### src/rtl/falfu_pkg.sv
// ----------------------------------------------------------------------------
// falfu_pkg: shared types for the fully associative lfu lookup
// Control groups of the scan token and the commit broadcast, fixed widths.
// ----------------------------------------------------------------------------
`default_nettype none

package falfu_pkg;

  localparam int unsigned ADDR_BITS  = 32;
  localparam int unsigned TOTAL_BITS = 32;
  localparam int unsigned WAY_FIELD  = 2;

  // control half of the token walking down the cell row
  typedef struct packed {
    logic valid;
    logic found;
  } falfu_scan_t;

  // broadcast from the top level to every cell once the scan is over
  typedef struct packed {
    logic en;
    logic hit;
  } falfu_commit_t;

endpackage

`default_nettype wire

### src/rtl/falfu_cell.sv
// ----------------------------------------------------------------------------
// falfu_cell: one entry of the tag store
// Holds tag, valid and use count; folds its compare and count into the token
// that passes through, and applies the commit aimed at its own index.
// ----------------------------------------------------------------------------
`default_nettype none

module falfu_cell #(
  parameter int unsigned INDEX      = 0,
  parameter int unsigned TAG_BITS   = 26,
  parameter int unsigned COUNT_BITS = 16,
  parameter int unsigned WAY_BITS   = 2
) (
  input  wire                          clk,
  input  wire                          rst,
  input  falfu_pkg::falfu_scan_t       scan_in,
  input  wire  [TAG_BITS-1:0]          scan_in_tag,
  input  wire  [WAY_BITS-1:0]          scan_in_hit_way,
  input  wire  [COUNT_BITS:0]          scan_in_best,
  input  wire  [WAY_BITS-1:0]          scan_in_best_way,
  output falfu_pkg::falfu_scan_t       scan_out,
  output logic [TAG_BITS-1:0]          scan_out_tag,
  output logic [WAY_BITS-1:0]          scan_out_hit_way,
  output logic [COUNT_BITS:0]          scan_out_best,
  output logic [WAY_BITS-1:0]          scan_out_best_way,
  input  falfu_pkg::falfu_commit_t     commit,
  input  wire  [WAY_BITS-1:0]          commit_way,
  input  wire  [TAG_BITS-1:0]          commit_tag
);

  import falfu_pkg::*;

  localparam logic [WAY_BITS-1:0] MY_WAY = WAY_BITS'(INDEX);

  logic [TAG_BITS-1:0]   tag;
  logic                  valid;
  logic [COUNT_BITS-1:0] count;

  logic                  match;
  logic [COUNT_BITS:0]   count_eff;
  logic                  mine;

  assign match     = valid && (tag == scan_in_tag);
  // invalid entries compete with a count of zero
  assign count_eff = valid ? {1'b0, count} : '0;
  assign mine      = commit.en && (commit_way == MY_WAY);

  always_ff @(posedge clk) begin
    if (rst) begin
      scan_out <= '0;
    end else begin
      scan_out.valid <= scan_in.valid;
      scan_out.found <= scan_in.found | match;
    end
    scan_out_tag      <= scan_in_tag;
    // first match wins, so later cells leave the way alone
    scan_out_hit_way  <= (!scan_in.found && match) ? MY_WAY : scan_in_hit_way;
    // strict compare keeps the lowest index on ties
    if (count_eff < scan_in_best) begin
      scan_out_best      <= count_eff;
      scan_out_best_way  <= MY_WAY;
    end else begin
      scan_out_best      <= scan_in_best;
      scan_out_best_way  <= scan_in_best_way;
    end
  end

  always_ff @(posedge clk) begin
    if (rst) begin
      tag   <= '1;
      valid <= 1'b0;
      count <= '0;
    end else if (mine) begin
      if (commit.hit) begin
        if (count != '1) begin
          count <= count + COUNT_BITS'(1);
        end
      end else begin
        tag   <= commit_tag;
        valid <= 1'b1;
        count <= COUNT_BITS'(1);
      end
    end
  end

endmodule

`default_nettype wire

### src/rtl/fully_assoc_lfu_cache_lookup.sv
// ----------------------------------------------------------------------------
// fully_assoc_lfu_cache_lookup: fully associative tag lookup, lfu replacement
// Row of WAYS entry cells scanned by a token, with a commit broadcast.
// ----------------------------------------------------------------------------
// req channel: one word per access, field address. rsp channel: one word per
// access, fields hit, way (low two bits of the entry index) and hits_so_far
// (saturating hit count including this access).
// An accepted address sends a token down the row of cells, one cell per
// cycle; each cell adds its tag compare and its use count to the token. When
// the token leaves the last cell the hit or the lfu victim is known, every
// cell sees the commit and the matching one updates, and the result is loaded
// into the rsp register. Only one access is in the row at a time: a new one is
// taken only after the token walk of the previous one is over.
// req_stall is high while an access is in the row. If rsp is still stalled
// when a result is ready, the result waits in a pending register and req
// stays stalled until the rsp register frees. Reset invalidates every entry,
// clears the use counts and the hit count, and empties both channels.
// ----------------------------------------------------------------------------
`default_nettype none

module fully_assoc_lfu_cache_lookup #(
  parameter int unsigned WAYS        = 4,
  parameter int unsigned OFFSET_BITS = 6,
  parameter int unsigned COUNT_BITS  = 16
) (
  input  wire                                  clk,
  input  wire                                  rst,
  input  wire                                  req_valid,
  output logic                                 req_stall,
  input  wire  [falfu_pkg::ADDR_BITS-1:0]      address,
  output logic                                 rsp_valid,
  input  wire                                  rsp_stall,
  output logic                                 hit,
  output logic [falfu_pkg::WAY_FIELD-1:0]      way,
  output logic [falfu_pkg::TOTAL_BITS-1:0]     hits_so_far
);

  import falfu_pkg::*;

  localparam int unsigned TAG_BITS = ADDR_BITS - OFFSET_BITS;
  localparam int unsigned WAY_BITS = $clog2(WAYS);

  typedef enum logic [1:0] {
    ST_IDLE,
    ST_SCAN,
    ST_PEND
  } state_t;

  state_t state;

  falfu_scan_t         chain      [WAYS+1];
  logic [TAG_BITS-1:0] chain_tag  [WAYS+1];
  logic [WAY_BITS-1:0] chain_hway [WAYS+1];
  logic [COUNT_BITS:0] chain_best [WAYS+1];
  logic [WAY_BITS-1:0] chain_bway [WAYS+1];
  logic [WAYS-1:0]     tok_vld;

  falfu_commit_t       commit;
  logic [WAY_BITS-1:0] commit_way;

  logic [TOTAL_BITS-1:0] hit_total;
  logic [TOTAL_BITS-1:0] hit_total_next;

  logic                  pend_hit;
  logic [WAY_FIELD-1:0]  pend_way;
  logic [TOTAL_BITS-1:0] pend_total;

  logic                  accept;
  logic                  done;
  logic                  rsp_free;
  logic                  rsp_load;
  logic [WAY_BITS+1:0]   way_wide;

  assign req_stall = (state != ST_IDLE);
  assign accept    = req_valid && !req_stall;
  assign done      = chain[WAYS].valid;
  assign rsp_free  = !rsp_valid || !rsp_stall;
  assign rsp_load  = rsp_free && (((state == ST_SCAN) && done) || (state == ST_PEND));

  // token launch into the first cell
  assign chain[0].valid = accept;
  assign chain[0].found = 1'b0;
  assign chain_tag[0]   = address[ADDR_BITS-1:OFFSET_BITS];
  assign chain_hway[0]  = '0;
  assign chain_best[0]  = {1'b1, {COUNT_BITS{1'b0}}}; // above any real count
  assign chain_bway[0]  = '0;

  for (genvar i = 0; i < WAYS; i++) begin : g_cell
    assign tok_vld[i] = chain[i+1].valid;

    falfu_cell #(
      .INDEX      (i),
      .TAG_BITS   (TAG_BITS),
      .COUNT_BITS (COUNT_BITS),
      .WAY_BITS   (WAY_BITS)
    ) u_cell (
      .clk               (clk),
      .rst               (rst),
      .scan_in           (chain[i]),
      .scan_in_tag       (chain_tag[i]),
      .scan_in_hit_way   (chain_hway[i]),
      .scan_in_best      (chain_best[i]),
      .scan_in_best_way  (chain_bway[i]),
      .scan_out          (chain[i+1]),
      .scan_out_tag      (chain_tag[i+1]),
      .scan_out_hit_way  (chain_hway[i+1]),
      .scan_out_best     (chain_best[i+1]),
      .scan_out_best_way (chain_bway[i+1]),
      .commit            (commit),
      .commit_way        (commit_way),
      .commit_tag        (chain_tag[WAYS])
    );
  end

  assign commit.en  = done;
  assign commit.hit = chain[WAYS].found;
  assign commit_way = chain[WAYS].found ? chain_hway[WAYS] : chain_bway[WAYS];
  assign way_wide   = {2'b00, commit_way};

  always_comb begin
    hit_total_next = hit_total;
    if (done && chain[WAYS].found && (hit_total != '1)) begin
      hit_total_next = hit_total + TOTAL_BITS'(1);
    end
  end

  always_ff @(posedge clk) begin
    if (rst) begin
      state     <= ST_IDLE;
      rsp_valid <= 1'b0;
      hit_total <= '0;
    end else begin
      hit_total <= hit_total_next;
      if (rsp_load) begin
        rsp_valid <= 1'b1;
      end else if (rsp_valid && !rsp_stall) begin
        rsp_valid <= 1'b0;
      end
      case (state)
        ST_IDLE: begin
          if (accept) begin
            state <= ST_SCAN;
          end
        end
        ST_SCAN: begin
          if (done) begin
            if (rsp_free) begin
              hit         <= chain[WAYS].found;
              way         <= way_wide[1:0];
              hits_so_far <= hit_total_next;
              state       <= ST_IDLE;
            end else begin
              pend_hit   <= chain[WAYS].found;
              pend_way   <= way_wide[1:0];
              pend_total <= hit_total_next;
              state      <= ST_PEND;
            end
          end
        end
        ST_PEND: begin
          if (rsp_free) begin
            hit         <= pend_hit;
            way         <= pend_way;
            hits_so_far <= pend_total;
            state       <= ST_IDLE;
          end
        end
        default: begin
          state <= ST_IDLE;
        end
      endcase
    end
  end

  // at most one token in the row
  a_one_token: assert property (@(posedge clk) disable iff (rst)
    $onehot0(tok_vld))
    else $error("more than one token in the cell row");

  // the token only leaves the row while a scan is in progress
  a_done_in_scan: assert property (@(posedge clk) disable iff (rst)
    done |-> (state == ST_SCAN))
    else $error("token left the row outside a scan");

  // a miss never moves the hit count
  a_miss_total: assert property (@(posedge clk) disable iff (rst)
    (commit.en && !commit.hit) |=> (hit_total == $past(hit_total)))
    else $error("hit count changed on a miss");

  // no new access while a result is held back
  a_pend_stall: assert property (@(posedge clk) disable iff (rst)
    (state == ST_PEND) |-> (req_stall && rsp_valid))
    else $error("pending result without a stalled rsp word");

endmodule

`default_nettype wire

### config.mk
export PLATFORM = sky130hd
export DESIGN_NAME = fully_assoc_lfu_cache_lookup
export DESIGN_NICKNAME = d
export VERILOG_FILES = /design/src/rtl/falfu_pkg.sv /design/src/rtl/falfu_cell.sv /design/src/rtl/fully_assoc_lfu_cache_lookup.sv
export SDC_FILE = /design/constraint.sdc
export NUM_CORES = 1
export LEC_CHECK = 0
export ABC_AREA = 1
export BUFFER_PORTS_ARGS = -buffer_cell sky130_fd_sc_hd__buf_2
export CORE_ASPECT_RATIO = 1.2
export CORE_MARGIN = 1.5
export CORE_UTILIZATION = 25
export CTS_CLUSTER_DIAMETER = 50
export DETAILED_ROUTE_END_ITERATION = 10
export PLACE_DENSITY = 0.48
export SYNTH_ARGS = -nofsm -noshare
export SYNTH_HDL_FRONTEND = slang
export SYNTH_SLANG_ARGS = --single-unit
### constraint.sdc
create_clock -name clk -period 4.4 [get_ports clk]
set_clock_uncertainty 0.05 [all_clocks]
set_input_delay 0.88 -clock clk [delete_from_list [all_inputs] [get_ports clk]]
set_output_delay 0.88 -clock clk [all_outputs]
set_load 0.1 [all_outputs]
==> After elaboration in Yosys (flattened, before gate mapping) <==
Index checks and enable logic that the tools add are counted.
{ "totals": {"reg_bits": 450} }
{ "op_classes": {"n_addsub": 5, "magnitude_cmp": 4, "n_eq_ne": 22, "muxes": 36, "bitwise_logic": 6, "n_reduce_logical": 41} }
{ "op_table": {"columns": ["op", "n"], "rows": [
  ["$mux 16", 12],
  ["$mux 32", 4],
  ["$eq 26x26->1", 4],
  ["$add 16x1->16 const B", 4],
  ["$ne 16x16->1 const B", 4],
  ["$pmux 32 s2", 1],
  ["$lt 17x17->1", 3],
  ["$mux 17", 2],
  ["$add 32x1->32 const B", 1],
  ["$ne 32x32->1 const B", 1],
  ["$logic_and 1x1->1", 17],
  ["$lt 17x17->1 const B", 1],
  ["$mux 2", 8],
  ["$reduce_and 2->1", 8],
  ["$ne 2x2->1 const B", 7],
  ["$eq 2x2->1 const B", 3],
  ["$logic_not 1->1", 6],
  ["$mux 1", 6],
  ["$pmux 2 s3", 1],
  ["$reduce_bool 2->1", 3],
  ["$reduce_and 5->1", 1],
  ["$eq 2x1->1 const B", 2],
  ["$logic_not 2->1", 2],
  ["$pmux 2 s2", 1],
  ["other kinds (7)", 12]
]} }

==> Logic depth before layout (Yosys ltp) <==
Gate-level depths: netlist (run 1).
{ "depth": {"word_depth": 6, "ltp_mapped": 14, "ltp_nobuf": 12} }

==> By module <==
A second synthesis (run 1) with hierarchy kept.
{ "hier_totals": {"cells_unflattened": 2995, "hier_area_um2": 21727.1} }
{ "by_module_without_submodules": {"columns": ["module", "instances", "cells_each", "area_per_inst_um2"], "rows": [
  ["fully_assoc_lfu_cache_lookup", 1, 594, 5002.3],
  ["falfu_cell (g_cell[1].u_cell)", 1, 599, 4206.5],
  ["falfu_cell (g_cell[2].u_cell)", 1, 600, 4186.5],
  ["falfu_cell (g_cell[0].u_cell)", 1, 601, 4181.5],
  ["falfu_cell (g_cell[3].u_cell)", 1, 601, 4150.2]
]} }

==> Worst setup path after synthesis (run 1) <==
OpenSTA, ideal clock, no wires.
{ "synth_timing": {"kind": "input to register", "from": "input rst", "to": "register hit, enable pin", "setup_ns": 0.471, "arrival_ns": 3.519, "required_time_ns": 3.879, "path_slack_ns": 0.360, "stages": 2, "path_buffers": 1, "cell_sequence": "clkbuf_1 > nor3_1"} }
{ "synth_between": {"elab_chain_cells": 2} }
{ "synth_rtl": {"columns": ["item", "line", "rtl"], "rows": [
  ["start, declared", "fully_assoc_lfu_cache_lookup.sv:27", "input wire rst,"],
  ["$not 1->1 (no line)", null, null],
  ["$reduce_and 5->1 (no line)", null, null],
  ["end signal, assigned", "fully_assoc_lfu_cache_lookup.sv:148", "hit <= chain[WAYS].found;"],
  ["end signal, assigned", "fully_assoc_lfu_cache_lookup.sv:162", "hit <= pend_hit;"],
  ["end, declared", "fully_assoc_lfu_cache_lookup.sv:33", "output logic hit,"]
]} }
No other way between the ends.
A chain may end at the register's enable or synchronous reset.

==> Worst setup path in the final report (run 1) <==
{ "layout_timing": {"from": "register g_cell[2].u_cell.valid", "to": "register g_cell[2].u_cell.scan_out_best[1]"} }
{ "layout_between": {"elab_chain_cells": 3} }
{ "layout_rtl": {"columns": ["item", "line", "rtl"], "rows": [
  ["start, declared", "falfu_cell.sv:36", "logic valid;"],
  ["start signal, assigned", "falfu_cell.sv:71", "valid <= 1'b0;"],
  ["start signal, assigned", "falfu_cell.sv:80", "valid <= 1'b1;"],
  ["$mux 16 *", "falfu_cell.sv:45", "assign count_eff = valid ? {1'b0, count} : '0;"],
  ["$lt 17x17->1", "falfu_cell.sv:59", "if (count_eff < scan_in_best) begin"],
  ["$mux 17 *", "falfu_cell.sv:59", null],
  ["end signal, assigned", "falfu_cell.sv:60", "scan_out_best <= count_eff;"],
  ["end signal, assigned", "falfu_cell.sv:63", "scan_out_best <= scan_in_best;"],
  ["end, declared", "falfu_cell.sv:24", "output logic [COUNT_BITS:0] scan_out_best,"]
]} }
Every way passes the cells marked *; elsewhere a longest branch is shown, timed or not.

==> impl_metrics.py, run 1 <==
metrics = {
    "run_status": {
        "status": "complete, no violations",
    },
    "grt": {
        "grt_pass1_wl_um": 83000,
        "track_usage": 0.129,
        "grt_pass1_vias": 15203,
        "grt_overflow": 0,
        "antenna_found_initial": 1,
        "grt_max_degree": 112,
    },
    "yosys": {
        "synth_ff_type": "dfxtp_1",
        "synthArstFlopShare": 0,
        "synthDistinctLibCells": 46,
        "syn-num-nets": 2737,
        "synth-edff-count": 70,
        "synthTopCellsByCount": "872 x nand2_1, 377 x dfxtp_1, 376 x inv_1, 214 x nor2_1, 154 x nand3_1",
        "synthCells": 2651,
        "yosysMostFrequentCell": "nand2_1",
        "synth_top_area_frac": 0.380,
        "synth_area_leaders": "dfxtp_1 38%, nand2_1 16%, edfxtp_1 11%, inv_1 7.1%, nor2_1 4.0%",
        "ys_seq_area_frac": 0.485,
        "synth_top_area_cell": "dfxtp_1",
        "yosys_warnings": 0,
        "syn_area_um2": 19900,
        "avgSynthCellArea_um2": 7.50,
        "ys_seq_elements": 447,
    },
    "sta": {
        "setup_tns_ns": 0,
        "worstMarginPinSlew_ns": 0.803,
        "min_period_over_period": 0.664,
        "fin_crit_ns": 2.92,
        "slew_headroom": 0.459,
        "fmax_mhz": 342,
        "whs_ns": 0.300,
        "fin_ws_ns": 1.48,
        "setup_viol": 0,
        "rsz0062_at_grt": "false",
        "hold_viol": 0,
        "slew_viol_final": 0,
    },
    "detailed_routing": {
        "viasPerCell": 4.17,
        "drt_iter0_drc": 817,
        "routed_wl_um": 52200,
        "drc": 0,
        "vias": 15837,
        "dr.pass1.iters": 5,
        "ant_nets": 0,
        "wl_per_cell_um": 13.7,
    },
    "setup_path": {
        "crit_path_end_kind": "register",
        "critPathLaunch": "g_cell[2].u_cell.valid",
        "r2r_end": "g_cell[2].u_cell.scan_out_best[1]",
        "crit_arrival_ns": 3.34,
        "worst-path-max-fanout": 17,
        "critPathCapture": "g_cell[2].u_cell.scan_out_best[1]",
        "required_ns": 4.82,
        "worstSetupStartpointType": "register",
        "r2r_cells": 10,
        "r2r_start": "g_cell[2].u_cell.valid",
        "rrSetupSlack_ns": 1.48,
        "setup.worst_path.class": "register to register",
    },
    "die": {
        "row_count": 113,
        "die-area_um2": 81300,
        "chipWidth_um": 260,
        "design.portCount": 73,
        "initial_core_util": 0.252,
        "core-area_um2": 78900,
        "die_height_um": 312,
    },
    "pwr": {
        "pwr-share-seq": 0.456,
        "power.net_switching_uw": 2110,
        "ir_drop_v": 0.000318,
        "p_clk_frac": 0.526,
        "leakage_uw": 0.0106,
        "swShare": 0.226,
        "p_int_uw": 7220,
        "comb_power_share": 0.018,
        "power.density_nw_per_um2": 400,
    },
    "layout": {
        "nNetsFinal": 2800,
        "fillCellCount": 8667,
        "multi_input_area_um2": 8390,
        "post-route-util": 0.296,
        "drive_gt1_frac": 0.0927,
        "synthToLayoutAreaGrowth_pct": 17.3,
        "final-seq-area_um2": 9650,
        "diodes": 0,
    },
    "placement": {
        "dp_slack_ns": 1.50,
        "place_congestion": 0.820,
        "portBuffers": 66,
        "dp_hpwl_um": 38300,
    },
    "worst_hold_path": {
        "hold_class": "register to register",
        "hp-start": "g_cell[2].u_cell.scan_out_tag[6]",
    },
    "clock_tree": {
        "h-tree-depth": 2,
        "post_cts_buffers": 0,
        "clk_path_buf_depth": 3,
        "clock_latency_ns": 0.62,
        "cts_tree": "built",
        "hold_buffers": 0,
        "cts.repair.resized": 0,
        "clk_pin_slew_ns": 0.06,
        "clock_sinks": 447,
        "ctsRootBufferMaster": "clkbuf_16",
        "cts_made_buffers": 58,
    },
    "job": {
        "maxCapViolations": 0,
    },
}
==> layout by cell type (no fill, tap or decap), types with 13 or more instances in the layout <==
cell       count
clkbuf_16     59
inv_1        376
o211ai_1      65
nor3_1        20
dfxtp_1      376
inv_2         14
nor2_2        13
buf_2         66
nand3_1      154
edfxtp_1      70
a21oi_1       73
xor2_1        18
nand4_1       72
xnor2_1       24
nor2_1       212
ha_1          50
nand2_1      872
o21ai_0       71
buf_4         16
==> cell type report <==
cell class,count,share of cell area
inverter,394,0.0638
multi-input combinational,1730,0.360
tap,1035,0.0555
sequential,447,0.414
timing repair buffer,83,0.0202
clock inverter,36,0.0189
clock buffer,73,0.0685
==> critical path: stages (launching register included) <==
cell and delay (ns):
dfxtp_1 0.69, nand2_1 0.15, inv_1 0.11, ha_1 0.24, nand2_1 0.08, o21bai_1 0.10
a21oi_1 0.08, nor2_2 0.56, nand3_2 0.48, nand2_1 0.16, nand2_1 0.07
==> sequential cells by signal (all words and copies together) (netlist names) <==
register / cells
g_cell.u_cell.scan_out_hit_way: 5
pend_total: 32
pend_way: 2
g_cell.u_cell.scan_out_best: 48
g_cell.u_cell.tag: 104
way: 2
rsp_valid: 1
state: 2
g_cell.u_cell.count: 64
hits_so_far: 32
pend_hit: 1
g_cell.u_cell.scan_out: 8
g_cell.u_cell.valid: 4
hit: 1
hit_total: 32
g_cell.u_cell.scan_out_tag: 104
g_cell.u_cell.scan_out_best_way: 5
==> cells by family after synthesis <==
logic type,after synthesis,synth area share
DFF,447,0.485
adders and majority gates,50,0.0315
buffers and inverters,474,0.0946
and+or+nand+nor,1386,0.293
AOI/OAI and AO/OA,251,0.0764
xor gates and xnor gates,43,0.0193
==> layer usage <==
metal | global-route usage | vias up | wire length [µm]
met1 | 0.161 | 7028 | 23800
met5 | 0 | - | 11
li1 | - | 8515 | -
met2 | 0.226 | 224 | 25400
met4 | 0.0409 | 2 | 1170
met3 | 0.0196 | 68 | 1800
==> metrics by stage <==
stage          total power (µW)  instances  instance area [µm²]
6_report                   9330       3798                23300
5_1_grt                    9670       3798                23300
4_1_cts                    9450       3798                23300
3_5_place_dp               4510       3689                21300
3_3_place_gp               4510       3689                21300
2_1_floorplan              4420       2651                19900
==> power by group through the flow <==
stage | sequential [µW] | combinational, µW | clock, µW
3_5_place_dp | 4340 | 170 | 0
6_report | 4250 | 167 | 4910
5_1_grt | 4260 | 187 | 5230
2_1_floorplan | 4320 | 102 | 0
3_3_place_gp | 4340 | 171 | 0
4_1_cts | 4250 | 171 | 5030
==> how the worst min path moves through the flow <==
stage                                              endpoint  slack, ns  depth (start not counted)
final                      g_cell[3].u_cell.scan_out_tag[6]       0.30                          0
after global routing       g_cell[0].u_cell.scan_out_tag[4]       0.31                          1
after CTS                  g_cell[0].u_cell.scan_out_tag[7]       0.29                          1
after detailed placement  g_cell[3].u_cell.scan_out_tag[15]       0.29                          0
after global placement     g_cell[3].u_cell.scan_out_tag[2]       0.28                          0
after floorplan           g_cell[1].u_cell.scan_out_tag[13]       0.28                          0
No activity file was read; power rests on OpenSTA's default activity.
==> inputs of run 2 (changes only) <==
Clock period 4.4 ns to 3 ns, I/O delays scaled along.
==> impl_metrics.py, run 2 (synthesized netlist as in run 1, its figures left out) <==
metrics = {
    "grt": {
        "grt_max_degree": 91,
        "antenna_found_initial": 1,
        "grt_pass1_wl_um": 84100,
        "grt_pass1_vias": 15369,
        "track_usage": 0.131,
        "grt_overflow": 0,
    },
    "setup_path": {
        "worstSetupStartpointType": "register",
        "crit_chain": "nand2_1 > inv_1 > ha_1 > nand2_1 > o21bai_1 > a21oi_1 > nor2_2 > nand3_2 > nand2_1 > nand2_1",
        "r2r_start": "g_cell[2].u_cell.valid",
        "required_ns": 3.46,
        "crit_path_end_kind": "register",
        "r2r_cells": 10,
        "crit_arrival_ns": 2.80,
        "cp_slowest_cell": "dfxtp_1",
        "crit_path_max_incr_delay_ns": 0.69,
        "setup.worst_path.class": "register to register",
        "r2r_end": "g_cell[2].u_cell.scan_out_best[10]",
        "rrSetupSlack_ns": 0.65,
        "worst-path-max-fanout": 17,
        "cpMostUsedCell": "nand2_1",
    },
    "run_status": {
        "status": "complete, no violations",
    },
    "clock_tree": {
        "cts_made_buffers": 59,
        "clock_sinks": 447,
        "cts_tree": "built",
        "h-tree-depth": 2,
        "clk_path_buf_depth": 3,
        "clock_latency_ns": 0.62,
        "cts.repair.resized": 0,
        "clk_pin_slew_ns": 0.06,
        "post_cts_buffers": 0,
        "hold_buffers": 0,
        "ctsRootBufferMaster": "clkbuf_16",
    },
    "detailed_routing": {
        "ant_nets": 0,
        "vias": 16021,
        "drt_iter0_drc": 921,
        "viasPerCell": 4.20,
        "dr.pass1.iters": 5,
        "routed_wl_um": 52600,
        "drc": 0,
        "wl_per_cell_um": 13.8,
    },
    "sta": {
        "slew_headroom": 0.521,
        "min_period_over_period": 0.782,
        "fmax_mhz": 426,
        "setup_tns_ns": 0,
        "worstMarginPinSlew_ns": 0.713,
        "whs_ns": 0.0518,
        "slew_viol_final": 0,
        "hold_viol": 0,
        "rsz0062_at_grt": "false",
        "setup_viol": 0,
        "fin_crit_ns": 2.35,
    },
    "pwr": {
        "power.density_nw_per_um2": 578,
        "ir_drop_v": 0.000436,
        "leakage_uw": 0.0107,
        "total_power_uw": 13500,
    },
    "die": {
        "die-area_um2": 81300,
        "core-area_um2": 78900,
        "die_height_um": 312,
        "design.portCount": 73,
        "initial_core_util": 0.252,
        "row_count": 113,
        "chipWidth_um": 260,
    },
    "placement": {
        "dp_hpwl_um": 38300,
        "portBuffers": 66,
        "placedCellCount": 3703,
        "place_congestion": 0.796,
    },
    "layout": {
        "nNetsFinal": 2815,
        "synthToLayoutAreaGrowth_pct": 17.6,
        "layout_common_cells": "872 x nand2_1, 376 x inv_1, 376 x dfxtp_1, 212 x nor2_1, 154 x nand3_1",
        "drive_gt1_frac": 0.0955,
        "diodes": 0,
        "largest_registers": "g_cell.u_cell.scan_out_tag: 104 flops, g_cell.u_cell.tag: 104 flops, g_cell.u_cell.count: 64 flops",
        "layout.cells.non_filler": 3810,
        "final_common_cell": "nand2_1",
    },
    "worst_hold_path": {
        "min_to": "g_cell[0].u_cell.scan_out_tag[0]",
        "hold_class": "input port to register",
        "hp-start": "address[6]",
        "hold_path_depth": 1,
    },
    "job": {
        "maxCapViolations": 0,
    },
}
-- run 2: changes by cell type in the layout (fill, tap and decap cells not counted), sizes merged --
cell / delta
buf: +14
bufinv: -1
clkbuf: +2
clkinv: -5
clkinvlp: +3
inv: -1
-- run 2: critical path, delay by kind of cell (launching register included) --
kind / cells / cell delay (ns)
buf+inv: 1 / 0.12
fa+ha+maj: 1 / 0.24
compound gates: 2 / 0.20
flops: 1 / 0.69
simple gates: 6 / 0.92
-- run 2: worst max path at each step --
stage                     cells past startpoint                   start  slack (ns)                                  to
final                                        10  g_cell[2].u_cell.valid        0.65  g_cell[2].u_cell.scan_out_best[10]
after CTS                                    10  g_cell[2].u_cell.valid        0.59  g_cell[2].u_cell.scan_out_best[10]
after floorplan                               6                state[1]        0.19                                 hit
after global placement                        5               rsp_stall        0.58                              way[1]
after detailed placement                      5               rsp_stall        0.59                              way[0]
after global routing                         10  g_cell[2].u_cell.valid        0.36   g_cell[2].u_cell.scan_out_best[4]
-- run 2: per-stage QoR --
stage               worst slack (ns)   util  area [µm²]
global route                   0.364  0.296       23400
finish                         0.654  0.296       23400
global placement               0.576  0.272       21400
CTS                            0.590  0.296       23400
detailed placement             0.591  0.272       21400
floorplan                      0.188      -       19900
-- run 2: power breakdown --
group / internal, µW / leakage [µW] / total (µW) / switching [µW]
clock network: 4190 / 0.000943 / 7020 / 2830
logic: 75.6 / 0.00598 / 250 / 175
registers: 6160 / 0.00374 / 6230 / 78.5
-- run 2: routing by layer --
| metal | GRT usage | vias up | routed length [µm] |
|---|---|---|---|
| li1 | - | 8556 | - |
| met1 | 0.166 | 7130 | 24200 |
| met2 | 0.227 | 256 | 25400 |
| met3 | 0.0166 | 79 | 1600 |
| met4 | 0.0443 | 0 | 1360 |
| met5 | 0 | - | 0 |
-- run 2: cell type report --
class	instances	area [µm²]
tap	1035	1290
timing repair buffer	97	591
clock buffer	75	1580
sequential	447	9650
inverter	394	1490
fill	8578	55500
clock inverter	32	385
multi-input combinational	1730	8400
